--- src/rtl/core/ise_pkg.sv ---
// ---------------------------------------------------------------------------
// ise_pkg
// Types and constants of the insertion sort engine.
// ---------------------------------------------------------------------------
`default_nettype none

package ise_pkg;

  localparam int VALUE_W       = 32;
  localparam int ISE_MAX_ITEMS = 16;

  typedef struct packed {
    logic signed [VALUE_W-1:0] value;
    logic                      last_in;
  } in_word_t;

  typedef struct packed {
    logic signed [VALUE_W-1:0] sorted_value;
    logic                      last_out;
    logic                      overflow;
  } out_word_t;

  typedef struct packed {
    logic                      ins_en;
    logic                      shift_en;
    logic signed [VALUE_W-1:0] ins_value;
  } cell_ctrl_t;

  typedef enum logic {
    SORT_LOAD,
    SORT_DRAIN
  } sort_state_t;

endpackage

`default_nettype wire

--- src/rtl/core/ise_cell.sv ---
// ---------------------------------------------------------------------------
// ise_cell
// One slot of the insertion chain: holds one value, opens a gap on insert
// and hands its value to the left neighbour on drain.
// ---------------------------------------------------------------------------
`default_nettype none

module ise_cell (
  input  logic                              clk,
  input  logic                              rst_n,
  input  ise_pkg::cell_ctrl_t               ctrl,
  input  logic                              left_valid,
  input  logic                              left_grt,
  input  logic signed [ise_pkg::VALUE_W-1:0] left_value,
  input  logic                              right_valid,
  input  logic signed [ise_pkg::VALUE_W-1:0] right_value,
  output logic signed [ise_pkg::VALUE_W-1:0] cell_value,
  output logic                              cell_valid,
  output logic                              cell_grt
);

  logic signed [ise_pkg::VALUE_W-1:0] value_r;
  logic signed [ise_pkg::VALUE_W-1:0] value_nxt;
  logic                              valid_r;
  logic                              valid_nxt;

  // empty slots count as greater, so the gap lands after the last valid one
  assign cell_grt   = !valid_r || (value_r > ctrl.ins_value);
  assign cell_value = value_r;
  assign cell_valid = valid_r;

  always_comb begin
    value_nxt = value_r;
    valid_nxt = valid_r;
    if (ctrl.shift_en) begin
      value_nxt = right_value;
      valid_nxt = right_valid;
    end else if (ctrl.ins_en && cell_grt) begin
      value_nxt = left_grt ? left_value : ctrl.ins_value;
      valid_nxt = valid_r | left_valid;
    end
  end

  always_ff @(posedge clk) begin
    value_r <= value_nxt;
  end

  always_ff @(posedge clk) begin
    if (!rst_n) begin
      valid_r <= 1'b0;
    end else begin
      valid_r <= valid_nxt;
    end
  end

endmodule

`default_nettype wire

--- src/rtl/core/insertion_sort_engine_core.sv ---
// ---------------------------------------------------------------------------
// insertion_sort_engine_core
// Stable ascending sorter for sets of signed 32-bit values.
// ---------------------------------------------------------------------------
// Usage:
//   in_*  : one word per cycle while in_stall is low, value plus last_in
//           marking the end of a set. Each word is inserted into a chain of
//           MAX_ITEMS cells when accepted, after any equal values already held.
//   out_* : after the last word of a set, the chain drains from its head, one
//           word per cycle while not stalled, ascending; last_out marks the
//           final word; overflow is set on every word of a set that lost values.
//   After the last word is accepted, the state register turns to drain and
//   the output register then loads the first result; a set of N stored
//   values drains through the output register, one chain shift per delivered
//   word. in_stall is high for the whole drain. Words beyond MAX_ITEMS are
//   taken and dropped.
//   out_stall holds the output register and, in the drain, freezes the chain.
//   Reset empties the chain, clears the drop flag and the output valid flag.
// ---------------------------------------------------------------------------
`default_nettype none

module insertion_sort_engine_core #(
  parameter int MAX_ITEMS = ise_pkg::ISE_MAX_ITEMS
) (
  input  logic               clk,
  input  logic               rst_n,
  input  logic               in_valid,
  output logic               in_stall,
  input  ise_pkg::in_word_t  in_data,
  output logic               out_valid,
  input  logic               out_stall,
  output ise_pkg::out_word_t out_data
);

  ise_pkg::sort_state_t state_r;
  ise_pkg::sort_state_t state_nxt;
  ise_pkg::cell_ctrl_t  ctrl;
  ise_pkg::out_word_t   out_data_r;
  ise_pkg::out_word_t   out_data_nxt;
  logic                 out_valid_r;
  logic                 out_valid_nxt;
  logic                 dropped_r;
  logic                 dropped_nxt;
  logic                 in_take;
  logic                 full;
  logic                 out_load;

  logic signed [ise_pkg::VALUE_W-1:0] cell_value [MAX_ITEMS];
  logic                              cell_valid [MAX_ITEMS];
  logic                              cell_grt   [MAX_ITEMS];

  assign in_take = in_valid && !in_stall;
  assign full    = cell_valid[MAX_ITEMS-1];

  assign ctrl.ins_en    = in_take && !full;
  assign ctrl.shift_en  = out_load;
  assign ctrl.ins_value = in_data.value;

  for (genvar i = 0; i < MAX_ITEMS; i++) begin : g_cell
    logic                              l_valid;
    logic                              l_grt;
    logic signed [ise_pkg::VALUE_W-1:0] l_value;
    logic                              r_valid;
    logic signed [ise_pkg::VALUE_W-1:0] r_value;

    if (i == 0) begin : g_head
      assign l_valid = 1'b1;
      assign l_grt   = 1'b0;
      assign l_value = '0;
    end else begin : g_mid
      assign l_valid = cell_valid[i-1];
      assign l_grt   = cell_grt[i-1];
      assign l_value = cell_value[i-1];
    end

    if (i == MAX_ITEMS - 1) begin : g_tail
      assign r_valid = 1'b0;
      assign r_value = '0;
    end else begin : g_body
      assign r_valid = cell_valid[i+1];
      assign r_value = cell_value[i+1];
    end

    ise_cell u_cell (
      .clk         (clk),
      .rst_n       (rst_n),
      .ctrl        (ctrl),
      .left_valid  (l_valid),
      .left_grt    (l_grt),
      .left_value  (l_value),
      .right_valid (r_valid),
      .right_value (r_value),
      .cell_value  (cell_value[i]),
      .cell_valid  (cell_valid[i]),
      .cell_grt    (cell_grt[i])
    );
  end

  always_comb begin
    state_nxt     = state_r;
    in_stall      = 1'b0;
    out_load      = 1'b0;
    dropped_nxt   = dropped_r;
    out_valid_nxt = out_valid_r && out_stall;
    out_data_nxt  = out_data_r;
    case (state_r)
      ise_pkg::SORT_LOAD: begin
        if (in_take && full) begin
          dropped_nxt = 1'b1;
        end
        if (in_take && in_data.last_in) begin
          state_nxt = ise_pkg::SORT_DRAIN;
        end
      end
      ise_pkg::SORT_DRAIN: begin
        in_stall = 1'b1;
        out_load = !out_valid_r || !out_stall;
        if (out_load) begin
          out_valid_nxt             = 1'b1;
          out_data_nxt.sorted_value = cell_value[0];
          out_data_nxt.last_out     = !cell_valid[1];
          out_data_nxt.overflow     = dropped_r;
          if (!cell_valid[1]) begin
            state_nxt   = ise_pkg::SORT_LOAD;
            dropped_nxt = 1'b0;
          end
        end
      end
      default: begin
        state_nxt = ise_pkg::SORT_LOAD;
      end
    endcase
  end

  always_ff @(posedge clk) begin
    if (!rst_n) begin
      state_r     <= ise_pkg::SORT_LOAD;
      dropped_r   <= 1'b0;
      out_valid_r <= 1'b0;
    end else begin
      state_r     <= state_nxt;
      dropped_r   <= dropped_nxt;
      out_valid_r <= out_valid_nxt;
    end
  end

  always_ff @(posedge clk) begin
    out_data_r <= out_data_nxt;
  end

  assign out_valid = out_valid_r;
  assign out_data  = out_data_r;

endmodule

`default_nettype wire

--- config.mk ---
export PLATFORM = sky130hd
export DESIGN_NAME = insertion_sort_engine_core
export DESIGN_NICKNAME = d
export VERILOG_FILES = /design/src/rtl/core/ise_pkg.sv /design/src/rtl/core/ise_cell.sv /design/src/rtl/core/insertion_sort_engine_core.sv
export SDC_FILE = /design/constraint.sdc
export NUM_CORES = 2
export LEC_CHECK = 0
export BUFFER_PORTS_ARGS = -buffer_cell sky130_fd_sc_hd__buf_2
export CAP_MARGIN = 25
export CORE_UTILIZATION = 45
export CTS_BUF_LIST = sky130_fd_sc_hd__clkbuf_4
export CTS_CLUSTER_SIZE = 10
export DETAILED_ROUTE_END_ITERATION = 7
export GPL_ROUTABILITY_DRIVEN = 1
export SLEW_MARGIN = 10
export SYNTH_ARGS = -nofsm -noshare
export SYNTH_HDL_FRONTEND = slang
export SYNTH_SLANG_ARGS = --single-unit
--- constraint.sdc ---
create_clock -name clk -period 6.8 [get_ports clk]
set_clock_uncertainty 0.2 [all_clocks]
set_input_delay 0.68 -clock clk [delete_from_list [all_inputs] [get_ports clk]]
set_output_delay 0.68 -clock clk [all_outputs]
set_load 0.01 [all_outputs]
---- After elaboration in Yosys (flattened, before gate mapping) ----
Index checks and enable logic that the tools add are counted.
word-level totals
  flip-flop bits (word level) ............. 565
  input port bits ......................... 37
  output and inout bits ................... 36
operators by class
  $lt $le $gt $ge ......................... 16
  equality and inequality tests ........... 3
  mux-type cells .......................... 87
  bitwise logic cells ..................... 17
  reductions and logical operators ........ 75
operators with widths
  operator                                                                 number
  32-bit 2-to-1 mux                                                        45
  32-bit > comparator                                                      16
  1-bit 2-to-1 mux                                                         40
  2-bit nonzero test                                                       15
  1-bit logical AND                                                        21
  1-bit logical NOT                                                        19
  1-bit logical OR                                                         17
  1-bit OR                                                                 15
  2-bit inequality test, second input constant                             2
  1-bit case mux with 2 select lines                                       2
  3-bit AND reduction                                                      1
  2-bit by 1-bit inequality test with 1-bit output, second input constant  1
  1-bit inverter                                                           2
  2-bit AND reduction                                                      1
  2-bit OR reduction                                                       1

---- Longest topological paths before layout ----
  word-level depth ........................ 7
  depth in mapped cells ................... 12
  depth with buffers taken out ............ 10

---- Modules after synthesis ----
Synthesis repeated with hierarchy kept, for this count alone.
unflattened totals
  cells, all modules ...................... 4259
  area total of the unflattened synthesis .. 40749.1 sq um
by module, submodules not included
  module                      instances  cells an instance  area each (sq um)  sequential area each (sq um)
  ise_cell                    16         263                2473.6             980.9
  insertion_sort_engine_core  1          51                 1171.1             1081.0

---- Worst setup path before layout ----
No wires, ideal clock.
  path type ............................... input to register
  start ................................... in in_data[20] (netlist bit)
  end ..................................... reg g_cell[11].u_cell.value_r (netlist bit g_cell[11].u_cell.cell_value[0]) (enable)
  arrival ................................. 3874 ps
  required time ........................... 6175 ps
  setup slack ............................. 2301 ps
  stages on the path ...................... 9
  cell sequence ........................... inv_1 ha_1 and4_1 and4bb_4 a31oi_2 a41o_1 a221oi_4 buf_8 o21ai_1
on the way
  word-level cells in the longest chain between the ends .. 4
ends and longest elaborated chain
  what                          line                              text
  from (decl)                   insertion_sort_engine_core.sv:29  input ise_pkg::in_word_t in_data,
  32-bit > comparator           ise_cell.sv:28                    assign cell_grt = !valid_r || (value_r > ctrl.ins_value);
  1-bit logical OR              ise_cell.sv:28
  1-bit logical AND             ise_cell.sv:38                    end else if (ctrl.ins_en && cell_grt) begin
  2-bit nonzero test (no line)  -
  to (signal assigned)          ise_cell.sv:45                    value_r <= value_nxt;
  to (decl)                     ise_cell.sv:22                    logic signed [ise_pkg::VALUE_W-1:0] value_r;
No other way between the ends.
A chain may end at the register's enable or synchronous reset.

---- Worst setup path after layout ----
  start ................................... in in_data[26] (netlist bit)
  end ..................................... reg g_cell[10].u_cell.value_r (netlist bit g_cell[10].u_cell.cell_value[31]) (enable)
on the way
  word-level cells in the longest chain between the ends .. 4
ends and longest elaborated chain
  what                          line
  32-bit > comparator           ise_cell.sv:28
  1-bit logical OR              ise_cell.sv:28
  1-bit logical AND             ise_cell.sv:38
  2-bit nonzero test (no line)  -
  to (signal assigned)          ise_cell.sv:45
  to (decl)                     ise_cell.sv:22
No other way between the ends.

==> impl_metrics.env <==
export IMPL_track_usage_pct=26.44
export IMPL_min_path_cells=0
export IMPL_crit_buf_inv=4
export IMPL_vias_per_cell=6.109
export IMPL_die_w_um=290.4
export IMPL_drt_first_pass_iters=5
export IMPL_drt_iter0_drc=2926
export IMPL_synthTopCellsByArea="edfxtp_1 41%, ha_1 16%, o211ai_1 9.2%"
export IMPL_start_util_pct=45.51
export IMPL_post_cts_buffers=0
export IMPL_slew_limit_headroom_pct=33.53
export IMPL_reg2reg_depth=10
export IMPL_worstSetupStartpointType="input pin"
export IMPL_nFillCells=7695
export IMPL_yosys_top_cells_count="622 x nand2_1, 514 x edfxtp_1, 480 x ha_1"
export IMPL_ys_ff_latch=565
export IMPL_tightest_slew_ns=0.9947
export IMPL_grt_pass1_wl_um=176000
export IMPL_yosysTopAreaCell="edfxtp_1"
export IMPL_finalMaxSlewViolations=0
export IMPL_crit_family="compound AO/OA/AOI/OAI gates"
export IMPL_rsz0062_at_grt="false"
export IMPL_worstPathCellList="dlygate4sd3_1 -> buf_2 -> inv_1 -> ha_1 -> a21oi_1 -> nor2_1 -> a2111oi_0 -> o31a_1 -> o21ai_1 -> o211a_1 -> or2_1 -> a21o_1 -> buf_4"
export IMPL_numCtsBuffers=170
export IMPL_setup_ws_ns=1.882
export IMPL_clkTransAtPathRegs_ns=0.06
export IMPL_nNetsFinal=4409
export IMPL_clkSinkCount=565
export IMPL_leakagePower_nw=16.39
export IMPL_critPathRequiredTime_ns=7.27
export IMPL_dieHeight_um=290.4
export IMPL_ctsRootBufferMaster="clkbuf_4"
export IMPL_fin_crit_ns=4.918
export IMPL_crit_type="in -> reg"
export IMPL_async_flop_share_pct=0
export IMPL_layout_drive_gt1_share_pct=11.72
export IMPL_seqCellArea_um2=16460
export IMPL_numPortBuffers=72
export IMPL_cap_violations=0
export IMPL_routed_wl_um=113300
export IMPL_ios=73
export IMPL_arrival_ns=5.39
export IMPL_syn_cell_area_um2=37420
export IMPL_status="finished, final reports clean"
export IMPL_gr_total_overflow=0
export IMPL_ys_seq_area_share_pct=43.97
export IMPL_multiInputGateArea_um2=19850
export IMPL_finalHoldViolCount=0
export IMPL_worstSetupEndpointType="flop"
export IMPL_fmax_ghz=0.2033
export IMPL_post_drt_wl_per_cell_um=22.25
export IMPL_cp_depth=13
export IMPL_cpPeakStageDelay_ns=0.65
export IMPL_insertion_delay_ns=1.01
export IMPL_fin_setup_tns_ns=0
export IMPL_irDropWorstVdd_mv=0.1509
export IMPL_grt_pass1_vias=29920
export IMPL_synth_top_area_share_pct=41.24
export IMPL_die_area_um2=84320
export IMPL_crit_slowest_cell="a2111oi_0"
export IMPL_syn_avg_cell_area_um2=9.906
export IMPL_drcViolationCount=0
export IMPL_synth_nets=4295
export IMPL_dp_slack_ns=1.549
export IMPL_yosysMostFrequentCell="nand2_1"
export IMPL_synth_edf_count=514
export IMPL_gp_congestion=0.8948
export IMPL_period_share_pct=72.33
export IMPL_power_density_nw_per_um2=312.6
export IMPL_synth_top_flop_cell="edfxtp_1"
export IMPL_area_growth_pct=11.05
export IMPL_hp_class="reg -> reg"
export IMPL_dp_hpwl_um=81500
export IMPL_synthCells=3778
export IMPL_ant_nets=0
export IMPL_h_tree_depth=4
export IMPL_num_rows=105
export IMPL_tritoncts="built"
export IMPL_crit_fanout=33
export IMPL_finalSetupViolations=0
export IMPL_grt_max_degree=154
export IMPL_grt_antenna_before_repair=2
export IMPL_core_area_um2=82240
export IMPL_num_vias=31100
export IMPL_clockBufferDepth=3
export IMPL_ys_types=59
export IMPL_ys_warn_count=0
sequential cells by signal (all words and copies together), names as in the netlist:
name                      flops
g_cell.u_cell.cell_value    512
g_cell.u_cell.cell_valid     16
state_r                       1
dropped_r                     1
out_valid                     1
out_data                     34
layout by cell type (no fill, tap or decap), drive strengths merged, types with 32 or more instances in the layout:
cell type    netlist  final
a211oi            38     38
a21o              40     40
a21oi            268    268
buf               39    162
clkbuf           221    251
clkinv             1     41
dfxtp             51     51
dlygate4sd3        0     40
edfxtp           514    514
ha               480    480
inv               52     57
mux2              32     32
mux2i             64     64
nand2            622    622
nand3            443    443
nand4            110    110
nor2              81     81
o211ai           460    460
o21ai             92     92
kinds of logic (layout without fill, tap and decap cells):
group                    Yosys count  in the layout  share of synthesized area, %
AO/OA/AOI/OAI                    964            964                         17.25
adder cells (fa/ha/maj)          480            480                         16.05
multiplexers                      96             96                         2.675
AND/OR/NAND/NOR                 1359           1359                         16.74
other                              0              1                             0
flip-flops                       565            565                         43.97
buffers and inverters            314            556                         3.313
power breakdown:
group	switching, mW	internal (mW)	total [mW]	leakage [nW]
registers	0.779	4.96	5.74	5.47
clock network	1.59	1.83	3.41	1.30
logic	2.31	1.53	3.84	9.62
metal layers:
| layer | wire length (µm) | share of wire (%) | vias to the layer above | global-route usage, % |
|---|---|---|---|---|
| met3 | 6785 | 6.0 | 221 | 3.732 |
| li1 | - | - | 15020 | - |
| met2 | 49490 | 44 | 1089 | 39.95 |
| met4 | 3808 | 3.4 | 0 | 10.65 |
| met5 | 0 | 0 | - | 0 |
| met1 | 53210 | 47 | 14770 | 38.00 |
layout make-up:
class                      count  share of cell area, %
antenna                        1               0.006021
clock buffer                 251                  4.534
clock inverter                49                 0.7075
inverter                      54                 0.5389
multi-input combinational   2899                  47.77
sequential                   565                  39.60
tap                         1070                  3.221
timing repair buffer         202                  3.625
path summary, 6_finish.rpt:
check	end	slack (ns)	from
hold / removal	out_data[0]	0.25	dropped_r
hold reg to reg	out_data[0]	0.25	dropped_r
setup reg to reg	g_cell[10].u_cell.cell_value[31]	2.39	g_cell[10].u_cell.cell_value[11]
setup / recovery	g_cell[10].u_cell.cell_value[31]	1.88	in_data[26]
per-stage QoR:
step	hold WS (ns)	cell area [µm²]	util (%)	std cells	total power, mW
6_report	0.2509	41560	50.53	5091	12.99
5_1_grt	0.2696	41560	50.53	5091	13.82
4_1_cts	0.2531	41530	50.50	5089	13.04
3_5_place_dp	0.2281	38950	47.36	4749	9.572
3_3_place_gp	0.2203	38950	47.36	4749	9.478
2_1_floorplan	0.2019	37420	-	3778	8.242
worst reg2reg max path, delay by kind of cell (launching register included):
kind	cells	cell delay [ns]
AND/OR/NAND/NOR	4	1.00
AO/OA/AOI/OAI	4	1.70
flip-flops	1	0.43
buffers and inverters	1	0.38
adder cells (fa/ha/maj)	1	0.32
timing repair:
item,CTS,global route
hold buffers,40,0
endpoints found under the hold margin,111,0
gates resized for setup,0,0
Power figures use the tool's default switching activity.
